### src/hdl/bdq_pkg.sv
`timescale 1ns / 1ps
`default_nettype none
// ----------------------------------------------------------------------------
// bdq_pkg
// Shared opcodes, status codes and controller/datapath handshake types for
// the bounded double-ended queue.
// ----------------------------------------------------------------------------
package bdq_pkg;

    localparam int unsigned OP_W     = 3;
    localparam int unsigned STATUS_W = 2;
    localparam int unsigned WORD_W   = 32;
    localparam int unsigned COUNT_W  = 5;
    localparam int unsigned CAP_W    = 5;

    localparam logic [OP_W-1:0] OP_PUSH_FRONT = 3'd0;
    localparam logic [OP_W-1:0] OP_PUSH_BACK  = 3'd1;
    localparam logic [OP_W-1:0] OP_POP_FRONT  = 3'd2;
    localparam logic [OP_W-1:0] OP_POP_BACK   = 3'd3;
    localparam logic [OP_W-1:0] OP_DUMP       = 3'd4;

    localparam logic [STATUS_W-1:0] ST_OK    = 2'd0;
    localparam logic [STATUS_W-1:0] ST_OVER  = 2'd1;
    localparam logic [STATUS_W-1:0] ST_UNDER = 2'd2;

    localparam logic [CAP_W-1:0] CAP_RESET = 5'd16;

    typedef logic [OP_W-1:0]          t_opcode;
    typedef logic [STATUS_W-1:0]      t_status;
    typedef logic signed [WORD_W-1:0] t_word;
    typedef logic [COUNT_W-1:0]       t_count;
    typedef logic [CAP_W-1:0]         t_cap;

    // controller -> datapath
    typedef struct packed {
        logic capture;   // latch the incoming item
        logic exec;      // carry out the latched opcode
        logic pop_out;   // present the popped word
        logic dump_out;  // present one dump entry, fetch the next if any
    } t_dp_cmd;

    // datapath -> controller
    typedef struct packed {
        logic is_pop;
        logic is_dump;
        logic empty;
        logic dump_last;
        logic out_free;
    } t_dp_stat;

endpackage
`default_nettype wire

### src/hdl/bdq_if.sv
`timescale 1ns / 1ps
`default_nettype none
// ----------------------------------------------------------------------------
// bdq_if
// Valid/ready channels for the deque: the command channel and the result
// channel.
// ----------------------------------------------------------------------------
interface bdq_in_if;
    logic                 valid;
    logic                 ready;
    bdq_pkg::t_opcode     opcode;
    bdq_pkg::t_word       push_value;

    modport source (output valid, output opcode, output push_value, input ready);
    modport sink   (input valid, input opcode, input push_value, output ready);
endinterface

interface bdq_out_if;
    logic                 valid;
    logic                 ready;
    bdq_pkg::t_status     status;
    bdq_pkg::t_word       data_word;
    bdq_pkg::t_count      entry_count;
    logic                 last_of_run;

    modport source (output valid, output status, output data_word,
                    output entry_count, output last_of_run, input ready);
    modport sink   (input valid, input status, input data_word,
                    input entry_count, input last_of_run, output ready);
endinterface
`default_nettype wire

### src/hdl/bounded_double_ended_queue_unit.sv
`timescale 1ns / 1ps
`default_nettype none
// ----------------------------------------------------------------------------
// bounded_double_ended_queue_unit
// Bounded deque of signed 32-bit words held in a ring of DEPTH entries.
// ----------------------------------------------------------------------------
// Usage:
//   i_in carries opcode/push_value, o_out carries status, data_word,
//   entry_count and last_of_run; both are valid/ready channels. The capacity
//   register is written through i_cfg_wr_en/i_cfg_wr_data; the user must
//   write it only while idle, which the block does not enforce. An item is
//   taken in the idle state and executed in the exec state once the output
//   register is free; a push or failed removal loads its result there, a pop
//   first passes through the registered ring read port. No new item is taken
//   until the last is through; a dump gives one entry per cycle through that
//   port while the receiver takes them. Opcodes 5 to 7 give no result. The
//   next item is taken while a result still waits in the output register.
//   When the receiver stalls, the result holds and the walk of a dump waits.
//   Reset empties the queue and sets the capacity to 16 at once; the ring
//   store itself is not cleared, since only held entries are read.
// ----------------------------------------------------------------------------
module bounded_double_ended_queue_unit #(
    parameter int unsigned DEPTH = 16
) (
    input  wire logic           i_clk,
    input  wire logic           i_rst_n,
    bdq_in_if.sink              i_in,
    bdq_out_if.source           o_out,
    input  wire logic           i_cfg_wr_en,
    input  wire bdq_pkg::t_cap  i_cfg_wr_data
);

    bdq_pkg::t_dp_cmd  cmd;
    bdq_pkg::t_dp_stat stat;
    logic              in_ready;
    logic              out_valid;
    bdq_pkg::t_status  out_status;
    bdq_pkg::t_word    out_data;
    bdq_pkg::t_count   out_count;
    logic              out_last;

    bdq_ctrl u_ctrl (
        .i_clk      (i_clk),
        .i_rst_n    (i_rst_n),
        .i_in_valid (i_in.valid),
        .o_in_ready (in_ready),
        .i_stat     (stat),
        .o_cmd      (cmd)
    );

    bdq_datapath #(
        .DEPTH (DEPTH)
    ) u_datapath (
        .i_clk         (i_clk),
        .i_rst_n       (i_rst_n),
        .i_cmd         (cmd),
        .o_stat        (stat),
        .i_opcode      (i_in.opcode),
        .i_push_value  (i_in.push_value),
        .i_cfg_wr_en   (i_cfg_wr_en),
        .i_cfg_wr_data (i_cfg_wr_data),
        .o_out_valid   (out_valid),
        .i_out_ready   (o_out.ready),
        .o_status      (out_status),
        .o_data_word   (out_data),
        .o_entry_count (out_count),
        .o_last_of_run (out_last)
    );

    assign i_in.ready        = in_ready;
    assign o_out.valid       = out_valid;
    assign o_out.status      = out_status;
    assign o_out.data_word   = out_data;
    assign o_out.entry_count = out_count;
    assign o_out.last_of_run = out_last;

endmodule
`default_nettype wire

### src/hdl/bdq_ctrl.sv
`timescale 1ns / 1ps
`default_nettype none
// ----------------------------------------------------------------------------
// bdq_ctrl
// Sequencer for the deque: takes an item, runs it through the datapath and
// steps a dump one entry per result transfer.
// ----------------------------------------------------------------------------
module bdq_ctrl (
    input  wire logic               i_clk,
    input  wire logic               i_rst_n,
    input  wire logic               i_in_valid,
    output logic                    o_in_ready,
    input  wire bdq_pkg::t_dp_stat  i_stat,
    output bdq_pkg::t_dp_cmd        o_cmd
);

    localparam logic [1:0] S_IDLE = 2'd0;
    localparam logic [1:0] S_EXEC = 2'd1;
    localparam logic [1:0] S_POP  = 2'd2;
    localparam logic [1:0] S_DUMP = 2'd3;

    logic [1:0] r_state;
    logic [1:0] n_state;

    always_comb begin
        n_state    = r_state;
        o_cmd      = '0;
        o_in_ready = 1'b0;
        unique case (r_state)
            S_IDLE: begin
                o_in_ready = 1'b1;
                if (i_in_valid) begin
                    o_cmd.capture = 1'b1;
                    n_state       = S_EXEC;
                end
            end
            S_EXEC: begin
                if (i_stat.out_free) begin
                    o_cmd.exec = 1'b1;
                    if (i_stat.is_pop && !i_stat.empty) begin
                        n_state = S_POP;
                    end else if (i_stat.is_dump && !i_stat.empty) begin
                        n_state = S_DUMP;
                    end else begin
                        n_state = S_IDLE;
                    end
                end
            end
            S_POP: begin
                // read data lands this cycle
                if (i_stat.out_free) begin
                    o_cmd.pop_out = 1'b1;
                    n_state       = S_IDLE;
                end
            end
            S_DUMP: begin
                if (i_stat.out_free) begin
                    o_cmd.dump_out = 1'b1;
                    if (i_stat.dump_last) begin
                        n_state = S_IDLE;
                    end
                end
            end
            default: n_state = S_IDLE;
        endcase
    end

    always_ff @(posedge i_clk) begin
        if (!i_rst_n) begin
            r_state <= S_IDLE;
        end else begin
            r_state <= n_state;
        end
    end

`ifndef ASSERT_OFF
    // the output slot is always free on the cycle after an exec that read
    a_pop_slot_free: assert property (@(posedge i_clk) disable iff (!i_rst_n)
        (r_state == S_POP) |-> i_stat.out_free)
        else $error("pop result found output slot busy");
`endif

endmodule
`default_nettype wire

### src/hdl/bdq_datapath.sv
`timescale 1ns / 1ps
`default_nettype none
// ----------------------------------------------------------------------------
// bdq_datapath
// Ring store, head/count pointers, capacity register, read register and the
// result output register.
// ----------------------------------------------------------------------------
module bdq_datapath #(
    parameter int unsigned DEPTH = 16
) (
    input  wire logic               i_clk,
    input  wire logic               i_rst_n,
    input  wire bdq_pkg::t_dp_cmd   i_cmd,
    output bdq_pkg::t_dp_stat       o_stat,
    input  wire bdq_pkg::t_opcode   i_opcode,
    input  wire bdq_pkg::t_word     i_push_value,
    input  wire logic               i_cfg_wr_en,
    input  wire bdq_pkg::t_cap      i_cfg_wr_data,
    output logic                    o_out_valid,
    input  wire logic               i_out_ready,
    output bdq_pkg::t_status        o_status,
    output bdq_pkg::t_word          o_data_word,
    output bdq_pkg::t_count         o_entry_count,
    output logic                    o_last_of_run
);

    localparam int unsigned IW   = $clog2(DEPTH);
    localparam int unsigned CW   = $clog2(DEPTH + 1);
    localparam int unsigned CMPW = (CW > bdq_pkg::CAP_W) ? CW : bdq_pkg::CAP_W;

    logic [IW-1:0]       r_head;
    logic [IW-1:0]       n_head;
    logic [CW-1:0]       r_count;
    logic [CW-1:0]       n_count;
    logic [IW-1:0]       r_rd_ptr;
    logic [IW-1:0]       n_rd_ptr;
    logic [CW-1:0]       r_left;
    logic [CW-1:0]       n_left;
    bdq_pkg::t_cap       r_cap;
    bdq_pkg::t_opcode    r_op;
    bdq_pkg::t_word      r_val;
    bdq_pkg::t_word      r_rd_data;
    bdq_pkg::t_word      r_mem [DEPTH];

    logic                mem_we;
    logic [IW-1:0]       mem_wa;
    logic                rd_en;
    logic [IW-1:0]       rd_addr;
    logic                load;
    bdq_pkg::t_status    ld_status;
    bdq_pkg::t_word      ld_data;
    bdq_pkg::t_count     ld_count;
    logic                ld_last;
    logic                full;
    logic                empty;
    logic                out_free;
    logic [IW-1:0]       tail_idx;
    logic [IW-1:0]       back_idx;

    function automatic logic [IW-1:0] ring_inc(input logic [IW-1:0] idx);
        return (idx == IW'(DEPTH - 1)) ? '0 : idx + 1'b1;
    endfunction

    function automatic logic [IW-1:0] ring_dec(input logic [IW-1:0] idx);
        return (idx == '0) ? IW'(DEPTH - 1) : idx - 1'b1;
    endfunction

    // sum is below twice the depth, so one conditional subtract wraps it
    function automatic logic [IW-1:0] ring_wrap(input logic [IW:0] sum);
        return (sum >= (IW+1)'(DEPTH)) ? IW'(sum - (IW+1)'(DEPTH)) : IW'(sum);
    endfunction

    assign empty    = (r_count == '0);
    assign full     = (CMPW'(r_count) >= CMPW'(r_cap)) || (r_count == CW'(DEPTH));
    assign out_free = !o_out_valid || i_out_ready;
    assign tail_idx = ring_wrap((IW+1)'(r_head) + (IW+1)'(r_count));
    assign back_idx = ring_wrap((IW+1)'(r_head) + (IW+1)'(r_count) - 1'b1);

    assign o_stat.is_pop    = (r_op == bdq_pkg::OP_POP_FRONT) ||
                              (r_op == bdq_pkg::OP_POP_BACK);
    assign o_stat.is_dump   = (r_op == bdq_pkg::OP_DUMP);
    assign o_stat.empty     = empty;
    assign o_stat.dump_last = (r_left == CW'(1));
    assign o_stat.out_free  = out_free;

    always_comb begin
        n_head    = r_head;
        n_count   = r_count;
        n_rd_ptr  = r_rd_ptr;
        n_left    = r_left;
        mem_we    = 1'b0;
        mem_wa    = r_head;
        rd_en     = 1'b0;
        rd_addr   = r_head;
        load      = 1'b0;
        ld_status = bdq_pkg::ST_OK;
        ld_data   = '0;
        ld_count  = bdq_pkg::COUNT_W'(r_count);
        ld_last   = 1'b1;
        priority if (i_cmd.exec) begin
            unique case (r_op)
                bdq_pkg::OP_PUSH_FRONT, bdq_pkg::OP_PUSH_BACK: begin
                    load = 1'b1;
                    if (full) begin
                        ld_status = bdq_pkg::ST_OVER;
                    end else begin
                        mem_we   = 1'b1;
                        n_count  = r_count + 1'b1;
                        ld_count = bdq_pkg::COUNT_W'(r_count + 1'b1);
                        if (r_op == bdq_pkg::OP_PUSH_FRONT) begin
                            n_head = ring_dec(r_head);
                            mem_wa = ring_dec(r_head);
                        end else begin
                            mem_wa = tail_idx;
                        end
                    end
                end
                bdq_pkg::OP_POP_FRONT, bdq_pkg::OP_POP_BACK: begin
                    if (empty) begin
                        load      = 1'b1;
                        ld_status = bdq_pkg::ST_UNDER;
                    end else begin
                        rd_en   = 1'b1;
                        n_count = r_count - 1'b1;
                        if (r_op == bdq_pkg::OP_POP_FRONT) begin
                            rd_addr = r_head;
                            n_head  = ring_inc(r_head);
                        end else begin
                            rd_addr = back_idx;
                        end
                    end
                end
                bdq_pkg::OP_DUMP: begin
                    if (empty) begin
                        load      = 1'b1;
                        ld_status = bdq_pkg::ST_UNDER;
                    end else begin
                        rd_en    = 1'b1;
                        rd_addr  = r_head;
                        n_rd_ptr = ring_inc(r_head);
                        n_left   = r_count;
                    end
                end
                default: ; // unknown opcode: no change, no result
            endcase
        end else if (i_cmd.pop_out) begin
            load    = 1'b1;
            ld_data = r_rd_data;
        end else if (i_cmd.dump_out) begin
            load    = 1'b1;
            ld_data = r_rd_data;
            ld_last = (r_left == CW'(1));
            n_left  = r_left - 1'b1;
            if (r_left != CW'(1)) begin
                rd_en    = 1'b1;
                rd_addr  = r_rd_ptr;
                n_rd_ptr = ring_inc(r_rd_ptr);
            end
        end else begin
            load = 1'b0;
        end
    end

    always_ff @(posedge i_clk) begin
        if (mem_we) begin
            r_mem[mem_wa] <= r_val;
        end
        if (rd_en) begin
            r_rd_data <= r_mem[rd_addr];
        end
    end

    always_ff @(posedge i_clk) begin
        if (i_cmd.capture) begin
            r_op  <= i_opcode;
            r_val <= i_push_value;
        end
        r_rd_ptr <= n_rd_ptr;
        r_left   <= n_left;
        if (load) begin
            o_status      <= ld_status;
            o_data_word   <= ld_data;
            o_entry_count <= ld_count;
            o_last_of_run <= ld_last;
        end
    end

    always_ff @(posedge i_clk) begin
        if (!i_rst_n) begin
            r_head      <= '0;
            r_count     <= '0;
            r_cap       <= bdq_pkg::CAP_RESET;
            o_out_valid <= 1'b0;
        end else begin
            r_head  <= n_head;
            r_count <= n_count;
            if (i_cfg_wr_en) begin
                r_cap <= i_cfg_wr_data;
            end
            if (load) begin
                o_out_valid <= 1'b1;
            end else if (i_out_ready) begin
                o_out_valid <= 1'b0;
            end
        end
    end

`ifndef ASSERT_OFF
    a_count_bound: assert property (@(posedge i_clk) disable iff (!i_rst_n)
        r_count <= CW'(DEPTH))
        else $error("entry count beyond ring depth");

    a_push_grows: assert property (@(posedge i_clk) disable iff (!i_rst_n)
        (i_cmd.exec && !full && ((r_op == bdq_pkg::OP_PUSH_FRONT) ||
         (r_op == bdq_pkg::OP_PUSH_BACK))) |=> (r_count == $past(r_count) + 1'b1))
        else $error("accepted push did not grow the queue");

    a_load_slot_free: assert property (@(posedge i_clk) disable iff (!i_rst_n)
        load |-> out_free)
        else $error("result loaded over an untaken result");

    a_dump_left: assert property (@(posedge i_clk) disable iff (!i_rst_n)
        i_cmd.dump_out |-> (r_left != '0))
        else $error("dump step with no entries left");
`endif

endmodule
`default_nettype wire
### src/flat_wrapper.sv
// flat-port wrapper written by rule: the top's interface ports become plain ports
module bounded_double_ended_queue_unit_flat 
#(
    parameter int unsigned DEPTH = 16
)
  (i_clk, i_rst_n, i_cfg_wr_en, i_cfg_wr_data, i_in_valid, i_in_opcode, i_in_push_value, i_in_ready, o_out_valid, o_out_status, o_out_data_word, o_out_entry_count, o_out_last_of_run, o_out_ready);
  bdq_in_if i_in_i ();
  bdq_out_if o_out_i ();
  input  wire logic i_clk;
  input  wire logic i_rst_n;
  input  wire logic i_cfg_wr_en;
  input  wire bdq_pkg::t_cap i_cfg_wr_data;
  input wire logic [$bits(i_in_i.valid)-1:0] i_in_valid;
  input wire logic [$bits(i_in_i.opcode)-1:0] i_in_opcode;
  input wire logic [$bits(i_in_i.push_value)-1:0] i_in_push_value;
  output wire logic [$bits(i_in_i.ready)-1:0] i_in_ready;
  output wire logic [$bits(o_out_i.valid)-1:0] o_out_valid;
  output wire logic [$bits(o_out_i.status)-1:0] o_out_status;
  output wire logic [$bits(o_out_i.data_word)-1:0] o_out_data_word;
  output wire logic [$bits(o_out_i.entry_count)-1:0] o_out_entry_count;
  output wire logic [$bits(o_out_i.last_of_run)-1:0] o_out_last_of_run;
  input wire logic [$bits(o_out_i.ready)-1:0] o_out_ready;
  assign i_in_i.valid = i_in_valid;
  assign i_in_i.opcode = i_in_opcode;
  assign i_in_i.push_value = i_in_push_value;
  assign i_in_ready = i_in_i.ready;
  assign o_out_valid = o_out_i.valid;
  assign o_out_status = o_out_i.status;
  assign o_out_data_word = o_out_i.data_word;
  assign o_out_entry_count = o_out_i.entry_count;
  assign o_out_last_of_run = o_out_i.last_of_run;
  assign o_out_i.ready = o_out_ready;
  bounded_double_ended_queue_unit #(.DEPTH(DEPTH)) u_core (.i_clk(i_clk), .i_rst_n(i_rst_n), .i_in(i_in_i), .o_out(o_out_i), .i_cfg_wr_en(i_cfg_wr_en), .i_cfg_wr_data(i_cfg_wr_data));
endmodule
### config.mk
export PLATFORM = sky130hd
export DESIGN_NAME = bounded_double_ended_queue_unit_flat
export DESIGN_NICKNAME = d
export VERILOG_FILES = /design/src/hdl/bdq_pkg.sv /design/src/hdl/bdq_if.sv /design/src/hdl/bounded_double_ended_queue_unit.sv /design/src/hdl/bdq_ctrl.sv /design/src/hdl/bdq_datapath.sv /design/src/flat_wrapper.sv
export SDC_FILE = /design/constraint.sdc
export NUM_CORES = 1
export LEC_CHECK = 0
export BUFFER_PORTS_ARGS = -buffer_cell sky130_fd_sc_hd__buf_4
export CORE_MARGIN = 10
export CORE_UTILIZATION = 52
export DETAILED_ROUTE_END_ITERATION = 10
export PLACE_DENSITY = 0.69
export SYNTH_ARGS = -nofsm -noshare
export SYNTH_HDL_FRONTEND = slang
export SYNTH_SLANG_ARGS = --single-unit
export TNS_END_PERCENT = 20
### constraint.sdc
create_clock -name i_clk -period 15.9 [get_ports i_clk]
set_input_delay 1.59 -clock i_clk [delete_from_list [all_inputs] [get_ports i_clk]]
set_output_delay 1.59 -clock i_clk [all_outputs]
set_load 0.02 [all_outputs]
Word-level counts from Yosys, hierarchy flattened
Memories as Yosys holds them, arrays and structs flattened. A register that Yosys moved wholly into a read port is not among the register bits. Index checks and enable logic that the tools add are counted.

Shift-type cells: 0. $lt $le $gt $ge: 3. Reduce and logical (&&, ||, !) cells: 24. $mul: 0. Add/sub/neg operators: 10. Divide/modulo/power cells: 0. Eq/ne operators: 24. Bitwise operators: 1. Mux-type cells: 75.

Operator list (count): 2-to-1 mux 4 bit (26); 2-to-1 mux 32 bit (2); 2-to-1 mux 5 bit (9); 2-to-1 mux 1 bit (25); != test 2 bit (second input constant) (10); 2-to-1 mux 2 bit (8); subtractor 5 x 1 -> 5 bit (second input constant) (3); subtractor 4 x 1 -> 4 bit (second input constant) (3); >= comparator 5 bit (second input constant) (2); one-hot mux 5 bit (2 select lines) (1); AND reduction 5 bit (2); adder 4 x 1 -> 4 bit (second input constant) (2); == test 4 bit (second input constant) (2); one-hot mux 2 bit (4 select lines) (1); one-hot mux 4 bit (2 select lines) (1); nonzero test 2 bit (4); == test 3 x 2 -> 1 bit (second input constant) (2); AND reduction 6 bit (1); OR reduction 3 bit (2); adder 4 x 5 -> 5 bit (1); adder 5 x 1 -> 5 bit (second input constant) (1); == test 5 x 1 -> 1 bit (second input constant) (1); == test 5 bit (second input constant) (1); >= comparator 5 bit (1); other kinds (19) (26).

Memory bits (read-only): 0. Output and inout bits: 42. Bits in latches: 0. RAM bits: 512. Bits in registers: 101. Memories kept: 1.

Memories: u_core.u_datapath.r_mem (depth 16, width 32, rd ports 1, clocked after Yosys merged registers in 1, write ports 1, RTL line bdq_datapath.sv:43) `bdq_pkg::t_word r_mem [DEPTH];`.

Longest topological paths before layout
Gate-level depths: netlist of run 1.

Depth after elaboration: 8. Gate-level depth with buffers: 13. Mapped depth without buffers: 10.

Modules after synthesis
A second synthesis of run 1 with hierarchy kept.

Cells, all modules: 1975. Area total of the unflattened synthesis: 25748.4 µm².

Modules (own cells, without submodules): bdq_datapath (instances 1, area an instance 25577.0 µm², cells an instance 1951, sequential area each 19158.4 µm²); bdq_ctrl (instances 1, area an instance 171.4 µm², cells an instance 24, sequential area each 40.0 µm²).

Worst setup path before layout of run 1
OpenSTA, ideal clock, no wires.

Kind: in2reg. Start: in o_out_ready. End: mem u_core.u_datapath.r_mem[3][0] in the netlist's numbering, enable pin. Setup time: 0.502 ns. Required time: 15.398 ns. Stages on the path: 8. Arrival: 5.971 ns. Path buffers: 1. Path slack: 9.426 ns. Cell sequence: nand2b_1 -> clkbuf_1 -> nand2_1 -> nor3_1 -> o211ai_1 -> a211o_1 -> a21boi_0 -> nor4bb_1.

Word-level cells in the longest chain between the ends: 6.

RTL lines: start, declared (RTL line flat_wrapper.sv:22) `input wire logic [$bits(o_out_i.ready)-1:0] o_out_ready;`; logical OR 1 bit (*) (RTL line bdq_datapath.sv:75) `assign out_free = !o_out_valid || i_out_ready;`; 2-to-1 mux 1 bit (*) (RTL line bdq_ctrl.sv:38) `if (i_stat.out_free) begin`; 2-to-1 mux 1 bit (*) (RTL line bdq_ctrl.sv:29) `unique case (r_state)`; 2-to-1 mux 1 bit (RTL line bdq_datapath.sv:100) `priority if (i_cmd.exec) begin`; 2-to-1 mux 1 bit (RTL line bdq_datapath.sv:165) `if (mem_we) begin`; 2-to-1 mux 1 bit (implied by the code) (RTL line bdq_datapath.sv:166) `r_mem[mem_wa] <= r_val;`; end, declared (RTL line bdq_datapath.sv:43).

Every way passes the cells marked *; elsewhere a longest branch is shown, timed or not.

Worst setup path after layout of run 1
Start: in o_out_ready. End: reg u_core.u_datapath.r_rd_data[21], read port of u_core.u_datapath.r_mem (data pin).

Word-level cells in the longest chain between the ends: 6.

RTL lines: logical OR 1 bit (*) (RTL line bdq_datapath.sv:75); 2-to-1 mux 1 bit (*) (RTL line bdq_ctrl.sv:38, bdq_ctrl.sv:51, bdq_ctrl.sv:57); 2-to-1 mux 1 bit (RTL line bdq_ctrl.sv:29); 2-to-1 mux 4 bit or 2-to-1 mux 1 bit (tied branches) (RTL line bdq_datapath.sv:149) `end else if (i_cmd.dump_out) begin`; 2-to-1 mux 4 bit or 2-to-1 mux 1 bit (tied branches) (RTL line bdq_datapath.sv:146) `end else if (i_cmd.pop_out) begin`; 2-to-1 mux 4 bit or 2-to-1 mux 1 bit (tied branches) (RTL line bdq_datapath.sv:100); end, declared (RTL line bdq_datapath.sv:42) `bdq_pkg::t_word r_rd_data;`.

Marks and branches as above. A chain may end at the register's enable or synchronous reset.

==> results of run 1 <==
==> metal layers <==
metal	track usage	share of wire	wire, µm
met5	0	0	0
met2	0.2870	0.48	25480
met1	0.2452	0.44	23740
met4	0.06286	0.026	1371
met3	0.02987	0.056	3026
==> logic make-up after synthesis <==
| kind of cell | after synthesis |
|---|---|
| flip-flops | 645 |
| multiplexers | 334 |
| AND/OR/NAND/NOR | 226 |
| AO/OA/AOI/OAI | 195 |
| buffers and inverters | 98 |
| XOR/XNOR | 19 |
| adder cells (fa/ha/maj) | 18 |
==> stage by stage <==
| step | util | power, µW |
|---|---|---|
| 2_1_floorplan | - | 2076 |
| 3_3_place_gp | 0.5555 | 2138 |
| 3_5_place_dp | 0.5555 | 2144 |
| 4_1_cts | 0.5975 | 3615 |
| 5_1_grt | 0.5979 | 3706 |
| 6_report | 0.5979 | 3586 |
==> cell usage after synthesis (2+ instances only) <==
library cell,number,area (µm²)
inv_1,14,52.55
and3_1,32,200.2
mux2_2,18,202.7
edfxtp_1,628,18860
mux2_1,48,540.5
buf_2,15,75.07
nand2_1,93,349.1
nor3_1,11,55.05
o211ai_1,2,15.01
or3_1,2,12.51
buf_1,4,15.01
a22oi_1,32,240.2
a211o_1,2,17.52
dfxtp_1,17,340.3
buf_6,18,202.7
or4b_1,2,20.02
nand2b_1,10,62.56
mux2i_1,268,2683
nand3_1,8,40.04
o221ai_1,33,289.0
clkbuf_1,41,153.9
a21boi_0,4,30.03
o21ai_0,10,50.05
xnor2_1,8,70.07
a211oi_1,2,15.01
o2111ai_1,2,17.52
o21ai_1,64,320.3
and2_1,8,50.05
o221a_2,2,22.52
nor2_1,40,150.1
a21oi_1,24,120.1
ha_1,17,212.7
buf_4,5,37.54
o21a_1,4,30.03
xor2_1,10,87.58
nor2b_1,10,62.56
a21o_1,3,22.52
==> layout make-up <==
type / count / area, µm²
Fill cell: 3586 / 19770
Sequential cell: 645 / 19200
Multi-Input combinational cell: 792 / 6396
Clock buffer: 79 / 1743
Timing Repair Buffer: 111 / 845.8
Tap cell: 664 / 830.8
Clock inverter: 41 / 320.3
Inverter: 14 / 52.55
==> worst min-delay path, delay by kind of cell (launching register included) <==
family	cells	cell delay [ns]
buf+inv	1	0.07
compound gates	1	0.09
flops	1	0.29
==> power groups by stage <==
stage / Sequential, µW / Combinational [µW] / Clock (µW)
final: 1930 / 176 / 1480
after detailed placement: 1970 / 176 / 0
after CTS: 1930 / 177 / 1510
after floorplan: 1970 / 111 / 0
after global placement: 1960 / 173 / 0
after global routing: 1940 / 191 / 1580
==> worst min-delay path by stage <==
stage	startpoint	end	slack [ns]	cells after the start
2_1_floorplan	u_core.u_datapath.r_cap[4]$_SDFFE_PN1P_	u_core.u_datapath.r_cap[4]$_SDFFE_PN1P_	0.48	2
3_3_place_gp	u_core.u_datapath.r_cap[4]$_SDFFE_PN1P_	u_core.u_datapath.r_cap[4]$_SDFFE_PN1P_	0.49	2
3_5_place_dp	u_core.u_datapath.r_cap[4]$_SDFFE_PN1P_	u_core.u_datapath.r_cap[4]$_SDFFE_PN1P_	0.50	2
4_1_cts	u_core.u_datapath.r_cap[4]$_SDFFE_PN1P_	u_core.u_datapath.r_cap[4]$_SDFFE_PN1P_	0.51	2
5_1_grt	u_core.u_datapath.r_cap[4]$_SDFFE_PN1P_	u_core.u_datapath.r_cap[4]$_SDFFE_PN1P_	0.52	2
6_report	u_core.u_datapath.r_cap[4]$_SDFFE_PN1P_	u_core.u_datapath.r_cap[4]$_SDFFE_PN1P_	0.50	2
==> sequential cells by signal, summed over array words and instances, names as in the netlist <==
signal,count
u_core.u_datapath.r_rd_ptr,4
u_core.u_datapath.r_op,3
u_core.u_datapath.r_mem,512
u_core.u_datapath.r_head,4
u_core.u_datapath.o_status,2
u_core.u_datapath.o_data_word,32
u_core.u_datapath.r_count,5
u_core.u_datapath.o_out_valid,1
u_core.u_ctrl.r_state,2
u_core.u_datapath.r_rd_data,32
u_core.u_datapath.r_cap,5
u_core.u_datapath.r_val,32
u_core.u_datapath.r_left,5
u_core.u_datapath.o_last_of_run,1
u_core.u_datapath.o_entry_count,5
==> flow_summary.ini, run 1 <==
[finish]
most-common-layout-cells = edfxtp_1 (628), mux2i_1 (268), buf_4 (110), nand2_1 (92), clkbuf_16 (68)
final_area_mm2 = 0.02939
antenna-diode-count = 0
final_common_cell = edfxtp_1
fin_cells = 2346
final_net_count = 1693
syn2layout_area_growth_pct = 13.20
layout-drive-gt1-share = 0.1474

[yosys]
yosys.area_share.simple = 0.04174
netlist_instances = 1535
synth_cell_type_count = 61
synthAdderAreaFrac = 0.008964
synth_area_per_cell_um2 = 16.91
synthesis.nets = 1598
yosysSeqAreaShare = 0.7395
ys_seq_elements = 645
synth_top_family_by_area = multiplexers
synth_xor_xnor_area_share = 0.006940
yosys_most_used_dff = edfxtp_1
synth-edff-count = 628
async_flop_share = 0
synth_compound_area_frac = 0.04964
syn_area_mm2 = 0.02596
muxShareOfSynthArea = 0.1320
synth_warnings = 0

[sta]
setup_ws_ns = 10.14
post-route-period-util = 0.3620
slew_headroom = 0.1229
setup_violations = 0
worstMarginPinSlew_ns = 1.313
period_needed_ns = 5.756
slew_violations = 0
skew_ns = 0.01870
hold_violations = 0
hold_slack_ns = 0.5029
tns_ns = 0
fmax_mhz = 173.7
rsz0062_at_grt = no

[power]
peakVddDrop_mv = 0.09163
p_clk_frac = 0.412
comb_power_share = 0.049
seqPwrFrac = 0.539
power_switching_uw = 765.3
p_leak_uw = 0.01006
sw_frac_of_total = 0.2134
power_density_mw_per_mm2 = 122.0
cell_internal_pwr_uw = 2821

[critical_path]
crit_top_cell = buf_4
cp_slowest_cell = buf_4
critical-path-max-stage-delay_ns = 0.92
start_kind = input port
setup.worst_path.start = o_out_ready
crit_chain = buf_4 > nand2b_2 > and4_4 > o221a_4 > buf_4 > buf_4 > mux2i_1 > mux2i_1 > a22oi_1 > o221ai_1
path_max_fanout = 62
endpoint = u_core.u_datapath.r_rd_data[21]$_DFFE_PP_
reg2reg_to = u_core.u_datapath.r_rd_data[21]$_DFFE_PP_
r2r_start = u_core.u_datapath.r_head[0]$_SDFFE_PN0P_
r2r.worst_path.cells = 12
critical_path_buf_inv_count = 3
crit_family = buffers and inverters
path_class = input port to flop
critPathCaptureType = flop
crit_cells = 10
arrival_ns = 6.06
rrSetupSlack_ns = 10.69
worstPathRequired_ns = 16.21

[cts]
postCtsResizedCells = 0
clkLatencyLatePin_ns = 0.60
clk_pin_slew_ns = 0.06
tritoncts = yes
htree_levels = 3
ctsLongestPathBuffers = 3
cts_setup_buffers = 0
cts_made_buffers = 66
postCtsHoldBufs = 0
cts-root-buf = clkbuf_16
clock_sinks = 645

[floorplan]
dieArea_mm2 = 0.05926
die_w_um = 243.4
core_area_mm2 = 0.04915
initial_core_util = 0.5282
ios = 87
die_h_um = 243.4
rows = 81

[global_route]
grt_overflow = 0
first_global_vias = 13489
grt_pass1_wl_um = 81990
grt_start_max_net_pins = 75
groute.usage.overall = 0.1794
antenna_found_initial = 1

[detailed_routing]
routed-via-count = 13474
dr.pass1.iters = 7
ant_nets = 0
wire_per_inst_um = 22.86
wl_um = 53620
route.detailed.drc = 0
drt_first_iter_violations = 1136
vias_per_cell = 5.743

[placed_design]
dp_hpwl_um = 29470
preCtsSetupSlack_ns = 9.536
place.gp.congestion = 0.8090
dpl_cell_area_mm2 = 0.02730
dp.cells = 2225
port_buffers = 86

[flow_run]
drv_cap = 0

[run_status]
status = finished, final reports clean

[hold_path]
worst_hold_path_type = flop to flop
(Power assumes the default switching activity.)
==> run 2, diff against run 1 <==
--- a/config.mk
+++ b/config.mk
@@ -5,6 +5,7 @@
 export SDC_FILE = /design/constraint.sdc
 export NUM_CORES = 1
 export LEC_CHECK = 0
+export ABC_AREA = 1
 export BUFFER_PORTS_ARGS = -buffer_cell sky130_fd_sc_hd__buf_4
 export CORE_MARGIN = 10
 export CORE_UTILIZATION = 52
==> constraint.sdc (replaced) <==
create_clock -name i_clk -period 5.5 [get_ports i_clk]
set_input_delay 0.55 -clock i_clk [delete_from_list [all_inputs] [get_ports i_clk]]
set_output_delay 0.55 -clock i_clk [all_outputs]
set_load 0.02 [all_outputs]
==> run 2 against run 1 <==
  * Sequential share of layout area is 4.2 points lower
  * Clock power rose to 3.0 times the previous value
  * Final cell count is 43% higher
  * Global-route usage is 2.8 points higher
  * First-iteration DRC count increased by 62%
==> flow_summary.ini, run 2 <==
[floorplan]
rows = 85
ios = 87
core_area_mm2 = 0.05360
die_h_um = 252.1
initial_core_util = 0.5228
dieArea_mm2 = 0.06357
die_w_um = 252.1

[yosys]
syn_area_mm2 = 0.02802
synth_xor_xnor_area_share = 0.004689
synth_cell_type_count = 36
synth_commonest_cells = edfxtp_1 (628), nand3_1 (598), nand2_1 (506)
yosys_most_used_dff = edfxtp_1
synthesis.nets = 2630
synth_top_cell_by_area = edfxtp_1
synth_warnings = 0
netlist_instances = 2567
synth_area_per_cell_um2 = 10.92
synthAdderAreaFrac = 0.008305
async_flop_share = 0
synthTopCellsByArea = edfxtp_1 (67%), nand3_1 (11%), nand2_1 (6.8%), inv_1 (5.5%), buf_2 (2.1%)
synth-edff-count = 628
synth_top_area_share = 0.6730
yosysSeqAreaShare = 0.6852
muxShareOfSynthArea = 0
synth_most_common_cell = edfxtp_1
ys_seq_elements = 645
synth_top_family_by_area = simple AND/OR/NAND/NOR gates
synth_compound_area_frac = 0.01433
yosys.area_share.simple = 0.2069

[finish]
final_net_count = 2678
most-common-layout-cells = edfxtp_1 (628), nand3_1 (598), nand2_1 (501), inv_1 (406), buf_4 (119)
syn2layout_area_growth_pct = 12.09
largest_reg_flops = 512
layout-drive-gt1-share = 0.09490
largest_register = u_core.u_datapath.r_mem
final_common_cell = edfxtp_1
antenna-diode-count = 0

[cts]
tritoncts = yes
clk_pin_slew_ns = 0.06
clkLatencyLatePin_ns = 0.61
postCtsHoldBufs = 0
ctsLongestPathBuffers = 3
cts_setup_buffers = 0
cts-root-buf = clkbuf_16
postCtsResizedCells = 0
htree_levels = 3
cts_made_buffers = 68
clock_sinks = 645

[detailed_routing]
dr.pass1.iters = 6
wire_per_inst_um = 19.59
route.detailed.drc = 0
ant_nets = 0
drt_first_iter_violations = 1841
routed-via-count = 18591
wl_um = 65860
vias_per_cell = 5.530

[sta]
skew_ns = 0.02194
hold_violations = 0
period_needed_ns = 3.932
rsz0062_at_grt = no
hold_slack_ns = 0.1103
setup_violations = 0
slew_headroom = 0.2223
post-route-period-util = 0.7150
slew_violations = 0
worstMarginPinSlew_ns = 1.167
tns_ns = 0
fmax_mhz = 254.3

[critical_path]
critPathCaptureType = flop
arrival_ns = 4.28
worstPathRequired_ns = 5.85
start_kind = flop
path_max_fanout = 107
path_class = flop to flop

[power]
peakVddDrop_mv = 0.2725
p_leak_uw = 0.01274
power_density_mw_per_mm2 = 442.9

[global_route]
groute.usage.overall = 0.2073
grt_overflow = 0
first_global_vias = 18229
antenna_found_initial = 1
grt_start_max_net_pins = 129
grt_pass1_wl_um = 102500

[hold_path]
worst_hold_path_type = input port to flop

[placed_design]
port_buffers = 86
dp_hpwl_um = 35690
place.gp.congestion = 0.8111

[flow_run]
drv_cap = 0

[run_status]
status = finished, final reports clean
## run 2: changes by cell type after synthesis, sizes merged, moves of 26 or more
| cell | change |
|---|---|
| a22oi | -32 |
| and3 | -32 |
| buf | +84 |
| clkbuf | -26 |
| inv | +396 |
| mux2 | -66 |
| mux2i | -268 |
| nand2 | +418 |
| nand3 | +592 |
| nand3b | +64 |
| nor2 | +33 |
| o21ai | -30 |
| o221ai | -34 |
## run 2: logic make-up (layout without fill, tap and decap cells)
family / count (synthesis) / count (layout)
XOR/XNOR: 15 / 15
flip-flops: 645 / 645
AO/OA/AOI/OAI: 77 / 77
buffers and inverters: 553 / 652
AND/OR/NAND/NOR: 1259 / 1259
adder cells (fa/ha/maj): 18 / 18
## run 2: per-layer routing
layer | vias to the layer above | wire length (µm) | share of wire | track usage
met2 | 757 | 31640 | 0.48 | 0.3423
met4 | 0 | 2104 | 0.032 | 0.07859
met1 | 8947 | 27350 | 0.42 | 0.2706
li1 | 8741 | - | - | -
met5 | - | 0 | 0 | 0
met3 | 146 | 4763 | 0.072 | 0.03598
## run 2: final cells by class
cell class,count,area [µm²]
clock buffers,85,1839
clock inverters,36,300.3
fillers,4346,22190
inverters,411,1549
multi-input cells,1369,6736
flip-flops and latches,645,19200
well taps,696,870.8
repair buffers,120,913.4
## run 2: report_power, final
part,leakage (µW),internal (µW),total [µW],switching [µW]
Clock,0.00103,2560,4420,1850
Sequential,0.00582,5770,5970,199
Combinational,0.00589,1010,3530,2520
## run 2: worst paths after layout
path | from | end | slack [ns] | cells past startpoint
max | u_core.u_datapath.r_count[1]$_SDFFE_PN0P_ | u_core.u_datapath.r_rd_data[29]$_DFFE_PP_ | 1.57 | 13
min reg2reg | u_core.u_datapath.r_cap[4]$_SDFFE_PN1P_ | u_core.u_datapath.r_cap[4]$_SDFFE_PN1P_ | 0.48 | 2
max reg2reg | u_core.u_datapath.r_count[1]$_SDFFE_PN0P_ | u_core.u_datapath.r_rd_data[29]$_DFFE_PP_ | 1.57 | 13
min | i_in_push_value[4] | u_core.u_datapath.r_val[4]$_DFFE_PP_ | 0.11 | 1
## run 2: worst max-delay path, cell delays in order, from the launching register on
cell and delay [ns]:
dfxtp_1 0.55, inv_1 0.15, ha_1 0.25, nand3_4 0.14
nand2_2 0.10, nand2_1 0.11, nand3_4 0.52, nand2_8 0.76
buf_4 0.49, nand2_1 0.09, nand3_1 0.09, nand3_1 0.12
nand3_1 0.13, nand2_1 0.06
## run 2: per-stage QoR
| stage | area [µm²] | power [µW] | cells | utilization | setup WS, ns |
|---|---|---|---|---|---|
| after floorplan | 28020 | 8603 | 2567 | - | 2.055 |
| after global placement | 29270 | 9508 | 3241 | 0.5460 | 1.672 |
| after detailed placement | 29270 | 9570 | 3241 | 0.5460 | 1.600 |
| after CTS | 31410 | 13990 | 3362 | 0.5859 | 1.596 |
| after global routing | 31410 | 14600 | 3362 | 0.5859 | 1.253 |
| final | 31410 | 13910 | 3362 | 0.5859 | 1.568 |
